**config.mk**
```make
export PLATFORM = sky130hd
export DESIGN_NAME = usb_midi_event_queue_top
export DESIGN_NICKNAME = d
export VERILOG_FILES = /design/src/hw/rtl/umeq_pkg.sv /design/src/hw/rtl/umeq_ctrl.sv /design/src/hw/rtl/umeq_datapath.sv /design/src/hw/rtl/usb_midi_event_queue_top.sv
export SDC_FILE = /design/constraint.sdc
export NUM_CORES = 1
export LEC_CHECK = 0
export BUFFER_PORTS_ARGS = -buffer_cell sky130_fd_sc_hd__buf_2
export CAP_MARGIN = 0
export CORE_MARGIN = 10
export CORE_UTILIZATION = 55
export DETAILED_ROUTE_END_ITERATION = 8
export PLACE_DENSITY = 0.87
export SLEW_MARGIN = 20
export SYNTH_ARGS = -nofsm -noshare
export SYNTH_HDL_FRONTEND = slang
export SYNTH_SLANG_ARGS = --single-unit
```
**constraint.sdc**
```tcl
create_clock -name i_clk -period 3.7 [get_ports i_clk]
set_clock_uncertainty 0.2 [all_clocks]
set_input_delay 0.185 -clock i_clk [delete_from_list [all_inputs] [get_ports i_clk]]
set_output_delay 0.185 -clock i_clk [all_outputs]
set_load 0.005 [all_outputs]
```
**src/hw/rtl/umeq_pkg.sv**
```systemverilog
// ----------------------------------------------------------------------------
// umeq_pkg
// Shared types and constants for the USB-MIDI event queue: opcodes, code
// index and status bytes, controller state and the command bundle.
// ----------------------------------------------------------------------------
package umeq_pkg;

    typedef enum logic [1:0] {
        OP_NOTE_ON  = 2'd0,
        OP_NOTE_OFF = 2'd1,
        OP_CTRL_CHG = 2'd2,
        OP_DRAIN    = 2'd3
    } t_opcode;

    localparam logic [7:0] CIN_NOTE_ON  = 8'h09;
    localparam logic [7:0] CIN_NOTE_OFF = 8'h08;
    localparam logic [7:0] CIN_CTRL_CHG = 8'h0B;
    localparam logic [7:0] ST_NOTE_ON   = 8'h90;
    localparam logic [7:0] ST_NOTE_OFF  = 8'h80;
    localparam logic [7:0] ST_CTRL_CHG  = 8'hB0;

    typedef enum logic [1:0] {
        S_IDLE   = 2'd0,
        S_EXEC   = 2'd1,
        S_RESULT = 2'd2
    } t_state;

    typedef struct packed {
        logic load;
        logic exec;
    } t_cmd;

    // Builds one event packet: code index, status with channel, two data bytes.
    function automatic logic [31:0] build_packet(
        input t_opcode    op,
        input logic [3:0] channel,
        input logic [6:0] key,
        input logic [6:0] amount
    );
        logic [7:0] cin;
        logic [7:0] status;
        case (op)
            OP_NOTE_ON: begin
                cin    = CIN_NOTE_ON;
                status = ST_NOTE_ON;
            end
            OP_NOTE_OFF: begin
                cin    = CIN_NOTE_OFF;
                status = ST_NOTE_OFF;
            end
            default: begin
                cin    = CIN_CTRL_CHG;
                status = ST_CTRL_CHG;
            end
        endcase
        return {cin, status | {4'd0, channel}, 1'b0, key, 1'b0, amount};
    endfunction

endpackage

```
**src/hw/rtl/umeq_ctrl.sv**
```systemverilog
// ----------------------------------------------------------------------------
// umeq_ctrl
// Sequencer: takes one item, runs the ring update, then holds the result
// until the consumer takes it.
// ----------------------------------------------------------------------------
module umeq_ctrl
    import umeq_pkg::*;
(
    input  logic i_clk,
    input  logic i_rst_n,
    input  logic i_in_valid,
    output logic o_in_stall,
    output logic o_out_valid,
    input  logic i_out_stall,
    output t_cmd o_cmd
);

    t_state r_state;
    t_state n_state;

    always_ff @(posedge i_clk) begin
        if (!i_rst_n) begin
            r_state <= S_IDLE;
        end else begin
            r_state <= n_state;
        end
    end

    always_comb begin
        n_state     = r_state;
        o_in_stall  = 1'b1;
        o_out_valid = 1'b0;
        o_cmd       = '0;
        case (r_state)
            S_IDLE: begin
                o_in_stall = 1'b0;
                if (i_in_valid) begin
                    o_cmd.load = 1'b1;
                    n_state    = S_EXEC;
                end
            end
            S_EXEC: begin
                o_cmd.exec = 1'b1;
                n_state    = S_RESULT;
            end
            S_RESULT: begin
                o_out_valid = 1'b1;
                if (!i_out_stall) begin
                    n_state = S_IDLE;
                end
            end
            default: begin
                n_state = S_IDLE;
            end
        endcase
    end

`ifndef NO_ASSERTIONS
    // A taken item always gets its ring update on the next cycle.
    a_load_then_exec: assert property (@(posedge i_clk) disable iff (!i_rst_n)
        o_cmd.load |=> o_cmd.exec)
        else $error("load not followed by exec");

    // The ring update is followed by a presented result.
    a_exec_then_result: assert property (@(posedge i_clk) disable iff (!i_rst_n)
        o_cmd.exec |=> o_out_valid)
        else $error("exec not followed by result");

    // No new item is taken while a result is on the output.
    a_no_overlap: assert property (@(posedge i_clk) disable iff (!i_rst_n)
        !(o_out_valid && !o_in_stall))
        else $error("input open while result pending");
`endif

endmodule

```
**src/hw/rtl/umeq_datapath.sv**
```systemverilog
// ----------------------------------------------------------------------------
// umeq_datapath
// Item registers, ring pointers, slot memory and result registers.
// ----------------------------------------------------------------------------
module umeq_datapath
    import umeq_pkg::*;
#(
    parameter int RING_EVENTS = 16
) (
    input  logic        i_clk,
    input  logic        i_rst_n,
    input  t_cmd        i_cmd,
    input  logic [1:0]  i_opcode,
    input  logic [3:0]  i_channel,
    input  logic [6:0]  i_key,
    input  logic [6:0]  i_amount,
    input  logic        i_endpoint_ready,
    output logic        o_accepted,
    output logic        o_dropped,
    output logic [1:0]  o_sent_count,
    output logic [31:0] o_first_packet,
    output logic [31:0] o_second_packet
);

    localparam int PTR_W = (RING_EVENTS > 1) ? $clog2(RING_EVENTS) : 1;
    localparam logic [PTR_W-1:0] LAST = PTR_W'(RING_EVENTS - 1);

    t_opcode          r_opcode;
    logic [3:0]       r_channel;
    logic [6:0]       r_key;
    logic [6:0]       r_amount;
    logic             r_ready;

    logic [PTR_W-1:0] r_read_slot;
    logic [PTR_W-1:0] r_write_slot;
    logic [31:0]      r_slots [RING_EVENTS];
    logic [31:0]      r_rd0;
    logic [31:0]      r_rd1;

    logic             r_accepted;
    logic             r_dropped;
    logic [1:0]       r_sent_count;

    logic [PTR_W-1:0] nxt_w;
    logic [PTR_W-1:0] nxt_r;
    logic [PTR_W-1:0] nxt_r2;
    logic             is_event;
    logic             full;
    logic             empty;
    logic             pair;
    logic             do_write;
    logic             do_send;

    always_comb begin
        nxt_w    = (r_write_slot == LAST) ? '0 : r_write_slot + 1'b1;
        nxt_r    = (r_read_slot == LAST) ? '0 : r_read_slot + 1'b1;
        nxt_r2   = (nxt_r == LAST) ? '0 : nxt_r + 1'b1;
        is_event = (r_opcode != OP_DRAIN);
        full     = (nxt_w == r_read_slot);
        empty    = (r_read_slot == r_write_slot);
        // A second packet goes out only if queued and the pair does not wrap.
        pair     = (nxt_r != r_write_slot) && (nxt_r != '0);
        do_write = is_event && !full;
        do_send  = !is_event && !empty && r_ready;
    end

    always_ff @(posedge i_clk) begin
        if (i_cmd.load) begin
            r_opcode  <= t_opcode'(i_opcode);
            r_channel <= i_channel;
            r_key     <= i_key;
            r_amount  <= i_amount;
            r_ready   <= i_endpoint_ready;
        end
    end

    always_ff @(posedge i_clk) begin
        if (!i_rst_n) begin
            r_read_slot  <= '0;
            r_write_slot <= '0;
            r_accepted   <= 1'b0;
            r_dropped    <= 1'b0;
            r_sent_count <= 2'd0;
        end else if (i_cmd.exec) begin
            r_accepted   <= do_write;
            r_dropped    <= is_event && full;
            r_sent_count <= !do_send ? 2'd0 : (pair ? 2'd2 : 2'd1);
            if (do_write) begin
                r_write_slot <= nxt_w;
            end
            if (do_send) begin
                r_read_slot <= pair ? nxt_r2 : nxt_r;
            end
        end
    end

    // Slot memory: one write port, two registered read ports.
    always_ff @(posedge i_clk) begin
        if (i_cmd.exec && do_write) begin
            r_slots[r_write_slot] <= build_packet(r_opcode, r_channel, r_key, r_amount);
        end
        if (i_cmd.exec) begin
            r_rd0 <= r_slots[r_read_slot];
            r_rd1 <= r_slots[nxt_r];
        end
    end

    assign o_accepted      = r_accepted;
    assign o_dropped       = r_dropped;
    assign o_sent_count    = r_sent_count;
    assign o_first_packet  = (r_sent_count != 2'd0) ? r_rd0 : 32'd0;
    assign o_second_packet = (r_sent_count == 2'd2) ? r_rd1 : 32'd0;

`ifndef NO_ASSERTIONS
    // Store and drop are exclusive outcomes of one event.
    a_acc_drop: assert property (@(posedge i_clk) disable iff (!i_rst_n)
        !(r_accepted && r_dropped))
        else $error("accepted and dropped both set");

    // A drain result never reports an event outcome.
    a_send_no_event: assert property (@(posedge i_clk) disable iff (!i_rst_n)
        (r_sent_count != 2'd0) |-> (!r_accepted && !r_dropped))
        else $error("send and event outcome together");

    // Ring pointers never leave the ring, also for depths that are not powers of two.
    a_ptr_range: assert property (@(posedge i_clk) disable iff (!i_rst_n)
        (r_read_slot <= LAST) && (r_write_slot <= LAST))
        else $error("ring pointer out of range");

    // Pointers only move during the ring update cycle.
    a_ptr_hold: assert property (@(posedge i_clk) disable iff (!i_rst_n)
        !$past(i_cmd.exec) |-> ($stable(r_read_slot) && $stable(r_write_slot)))
        else $error("ring pointer moved outside exec");
`endif

endmodule

```
**src/hw/rtl/usb_midi_event_queue_top.sv**
```systemverilog
// A transfer taken on the input is loaded, runs the ring update and is then
// presented in the result state. The sequencer runs a single item through
// load, ring update and result hold and takes no new item until its result
// is taken. The slot memory read is registered, which sets the ring update cycle.
// Reset (i_rst_n low, synchronous) empties the ring by clearing both pointers;
// slot contents are left as they are and are only sent after being written.
// ----------------------------------------------------------------------------
// usb_midi_event_queue_top
// USB-MIDI event packet queue. Note on, note off and control change items
// become 4-byte event packets stored in a ring with one slot kept free; a full
// ring drops the event. A drain to a ready endpoint sends up to two packets.
// ----------------------------------------------------------------------------
module usb_midi_event_queue_top
    import umeq_pkg::*;
#(
    parameter int RING_EVENTS = 16
) (
    input  logic        i_clk,
    input  logic        i_rst_n,
    // Input channel.
    input  logic        i_in_valid,
    output logic        o_in_stall,
    input  logic [1:0]  i_opcode,
    input  logic [3:0]  i_channel,
    input  logic [6:0]  i_key,
    input  logic [6:0]  i_amount,
    input  logic        i_endpoint_ready,
    // Result channel.
    output logic        o_out_valid,
    input  logic        i_out_stall,
    output logic        o_accepted,
    output logic        o_dropped,
    output logic [1:0]  o_sent_count,
    output logic [31:0] o_first_packet,
    output logic [31:0] o_second_packet
);

    // Command bundle from the sequencer to the datapath.
    t_cmd cmd;

    // The sequencer decides when an item is loaded, processed and presented.
    umeq_ctrl u_ctrl (
        .i_clk       (i_clk),
        .i_rst_n     (i_rst_n),
        .i_in_valid  (i_in_valid),
        .o_in_stall  (o_in_stall),
        .o_out_valid (o_out_valid),
        .i_out_stall (i_out_stall),
        .o_cmd       (cmd)
    );

    // The datapath holds the ring and builds the packets. Result registers
    // stay constant while the result waits, so a stalled transfer holds.
    umeq_datapath #(
        .RING_EVENTS (RING_EVENTS)
    ) u_datapath (
        .i_clk            (i_clk),
        .i_rst_n          (i_rst_n),
        .i_cmd            (cmd),
        .i_opcode         (i_opcode),
        .i_channel        (i_channel),
        .i_key            (i_key),
        .i_amount         (i_amount),
        .i_endpoint_ready (i_endpoint_ready),
        .o_accepted       (o_accepted),
        .o_dropped        (o_dropped),
        .o_sent_count     (o_sent_count),
        .o_first_packet   (o_first_packet),
        .o_second_packet  (o_second_packet)
    );

endmodule

```
==> impl_metrics.csv <==
group,metric,value,unit
placed_design,dpl.hpwl,28.8,mm
power_and_ir_drop,combPwrFrac,1.9,%
clock_network,cts_tree,"built",
floorplanning,die-height,201,um
power_and_ir_drop,total_power,9280,uW
floorplanning,initial_core_util,55.6,%
placed_design,io_buffer_count,78,
sta,rsz0062_at_grt,"no",
setup_path,critical_path.max_fanout,45,
run_status,status,"complete, no violations",
synthesis,syn_avg_cell_area,16.4,um2
sta,worstMarginPinSlew,0.893,ns
power_and_ir_drop,switchingPower,1870,uW
placed_design,post-place-ws,0.529,ns
global_route,first_global_vias,11700,
sta,setup_slack,0.483,ns
synthesis,syn_area,0.0181,mm2
sta,fin_crit_sh,86.9,%
synthesis,yosys_warnings,0,
routing,postRouteAntennaNets,0,
global_route,gr-total-overflow,0,
setup_path,r2r-end,"u_datapath.r_read_slot[2]",
synthesis,synthCells,1104,
floorplanning,core.rowCount,66,
worst_hold_path,hold_class,"input pin to flip-flop",
setup_path,crit_start,"u_datapath.r_read_slot[1]",
sta,setup_viol,0,
synthesis,ys_ff_latch,395,
setup_path,critPathMaxStageDelay,0.65,ns
power_and_ir_drop,ir_worst_vdd,0.308,mV
floorplanning,dieArea,0.0405,mm2
synthesis,yosys-top-cells-area,"edfxtp_1 (63%), mux4_2 (18%), nand2_1 (2.6%)",
layout,fin_nets,1237,
setup_path,cp_num_buf_inv,1,
clock_network,cts-root-buf,"clkbuf_16",
setup_path,worstPathCellList,"buf_4 > a21oi_1 > o22ai_4 > xnor2_1 > o211ai_1 > mux2i_1 > mux2i_1",
global_route,grt_pass1_wl,74.0,mm
synthesis,yosys.area.top_type_share,63.4,%
synthesis,yosysTopAreaCell,"edfxtp_1",
worst_hold_path,holdPathEnd,"u_datapath.r_channel[0]",
routing,vias,11700,
setup_path,reg2reg_from,"u_datapath.r_read_slot[1]",
worst_hold_path,hold_depth,2,
setup_path,reg2reg_slack,0.48,ns
setup_path,crit_slowest_cell,"buf_4",
global_route,antenna_found_initial,1,
synthesis,async_reset_ff_share,0,%
clock_network,clk_latency,0.55,ns
setup_path,cp-end-kind,"flip-flop",
worst_hold_path,min-delay-start,"i_channel[0]",
sta,slew-limit-headroom,40.3,%
setup_path,cp_data_arrival_time,3.47,ns
setup_path,critPathLaunchType,"flip-flop",
clock_network,htree_levels,2,
routing,drc_errors,0,
synthesis,ys.flop_type,"edfxtp_1",
layout,area_growth,14.0,%
sta,fin_setup_tns,0,ns
placed_design,placed_area,0.0190,mm2
global_route,track_usage,23.8,%
layout,drive_gt1_share,28.1,%
placed_design,gp_congestion,0.840,
clock_network,cts-resized-gates,0,
routing,wl_per_cell,29.2,um
floorplanning,pin_count,95,
synthesis,yosysSeqAreaShare,64.9,%
synthesis,yosys-top-cells-count,"edfxtp_1 (381), mux4_2 (145), nand2_1 (124)",
clock_network,post_cts_buffers,0,
power_and_ir_drop,pwr-share-seq,54.4,%
routing,drtIter0Drc,1984,
power_and_ir_drop,p_leak,0.00679,uW
clock_network,cts_buffers,41,
sta,finalHoldViolations,0,
layout,diodes,0,
power_and_ir_drop,clock_power_share,43.7,%
clock_network,cts.sinks,395,
routing,totalWireLength,49.0,mm
sta,timing.fmax,0.311,GHz
flow_run,drv_cap,0,
setup_path,cpLargestDelayFamily,"compound AO/OA/AOI/OAI gates",
setup_path,rr_worst_depth,7,
setup_path,crit_type,"flip-flop to flip-flop",
sta,finalCriticalPeriod,3.22,ns
power_and_ir_drop,switching_share,20.2,%
synthesis,synth_edf_count,381,
setup_path,critical_path.most_common_cell,"mux2i_1",
setup_path,crit_required,3.96,ns
layout,final_area,0.0206,mm2
power_and_ir_drop,p_int,7410,uW
clock_network,path_clk_slew,0.06,ns
routing,via_per_inst,6.98,
global_route,grt_max_degree,79,
routing,first_pass_iters,7,
synthesis,yosysMostFrequentCell,"edfxtp_1",
synthesis,yosysUniqueCellTypes,44,
power_and_ir_drop,pwr_density_cell,451,mW/mm2
floorplanning,die_w,201,um
floorplanning,core_area,0.0325,mm2
sta,drv_slew,0,
clock_network,clk_path_buf_depth,3,
[routing by layer]
metal	vias up	GRT usage, %	wire (um)
met4	2	8.13	1760
met5	-	0	13
met3	170	5.99	6580
met2	1066	39.0	23900
li1	4616	-	-
met1	5844	30.5	16700
[power groups by stage]
| stage | logic, uW | registers, uW | clock network [uW] |
|---|---|---|---|
| floorplan | 107 | 5110 | 0 |
| global placement | 150 | 5130 | 0 |
| detailed placement | 155 | 5140 | 0 |
| CTS | 179 | 5050 | 4080 |
| global route | 193 | 5050 | 4260 |
| finish | 179 | 5050 | 4060 |
[cells by family after synthesis]
kind of cell | share of synthesized area [%]
other | 0.0208
AND/OR/NAND/NOR | 6.51
XOR/XNOR | 0.582
multiplexers | 18.4
adder cells (fa/ha/maj) | 0.416
buffers and inverters | 3.10
AO/OA/AOI/OAI | 6.08
flip-flops | 64.9
[cells in the final DEF, fill, tap and decap left out, types with 6 or more instances in the layout]
cell and count:
mux4_2 145, clkbuf_16 42, buf_2 78, nor2b_1 22, o21ai_0 43, a21oi_1 34
dfxtp_1 10, and2_1 22, nand2b_1 8, a31oi_1 47, buf_4 44, edfxtp_1 381
conb_1 16, nand3_1 8, dlygate4sd3_1 26, inv_1 6, nand2_1 124, o221ai_1 14
xnor2_1 7, a221oi_1 7, clkinv_1 11, nor2_1 15, clkbuf_1 9, a211oi_1 14
nor3_1 23, and3_1 14
[per-stage QoR]
| step | utilization (%) | hold WS (ns) | instances |
|---|---|---|---|
| after global placement | 58.6 | 0.164 | 1579 |
| after detailed placement | 58.6 | 0.163 | 1579 |
| after floorplan | - | 0.0839 | 1119 |
| final | 63.4 | 0.150 | 1677 |
| after global routing | 63.4 | 0.139 | 1677 |
| after CTS | 63.4 | 0.141 | 1677 |
[how the worst max path moves through the flow]
stage | endpoint | slack, ns | cells after the start
after global placement | u_datapath.r_slots[15][8] | 0.59 | 5
final | u_datapath.r_read_slot[2] | 0.48 | 7
after floorplan | u_datapath.r_slots[3][0] | -0.28 | 7
after global routing | u_datapath.r_slots[13][4] | 0.30 | 5
after detailed placement | u_datapath.r_slots[8][10] | 0.53 | 5
after CTS | u_datapath.r_slots[13][13] | 0.53 | 5
[area by class of cell]
class / count / area [um2]
Clock buffer: 51 / 1080
Clock inverter: 21 / 215
Fill cell: 2126 / 11900
Inverter: 8 / 30.0
Multi-Input combinational cell: 608 / 5910
Sequential cell: 395 / 11700
Tap cell: 442 / 553
Timing Repair Buffer: 152 / 1060
[worst reg2reg max path: stages, from the launching register on]
cell and delay, ns:
dfxtp_4 0.53, buf_4 0.66, a21oi_1 0.29, o22ai_4 0.55
xnor2_1 0.20, o211ai_1 0.27, mux2i_1 0.26, mux2i_1 0.19
[flip-flops by register name, indices dropped and copies added (netlist names)]
signal	flops
u_datapath.r_key	7
u_datapath.r_amount	7
u_datapath.r_opcode	2
u_ctrl.r_state	2
u_datapath.r_write_slot	4
u_datapath.o_accepted	1
u_datapath.o_dropped	1
u_datapath.r_rd1	20
u_datapath.r_read_slot	4
u_datapath.r_slots	320
u_datapath.o_sent_count	2
u_datapath.r_rd0	20
u_datapath.r_ready	1
u_datapath.r_channel	4
[repair_timing]
item                       in CTS  in global routing
setup endpoints to repair       0                  0
hold endpoints to repair       35                  0
hold buffers                   26                  0
Power figures use the tool's default switching activity.
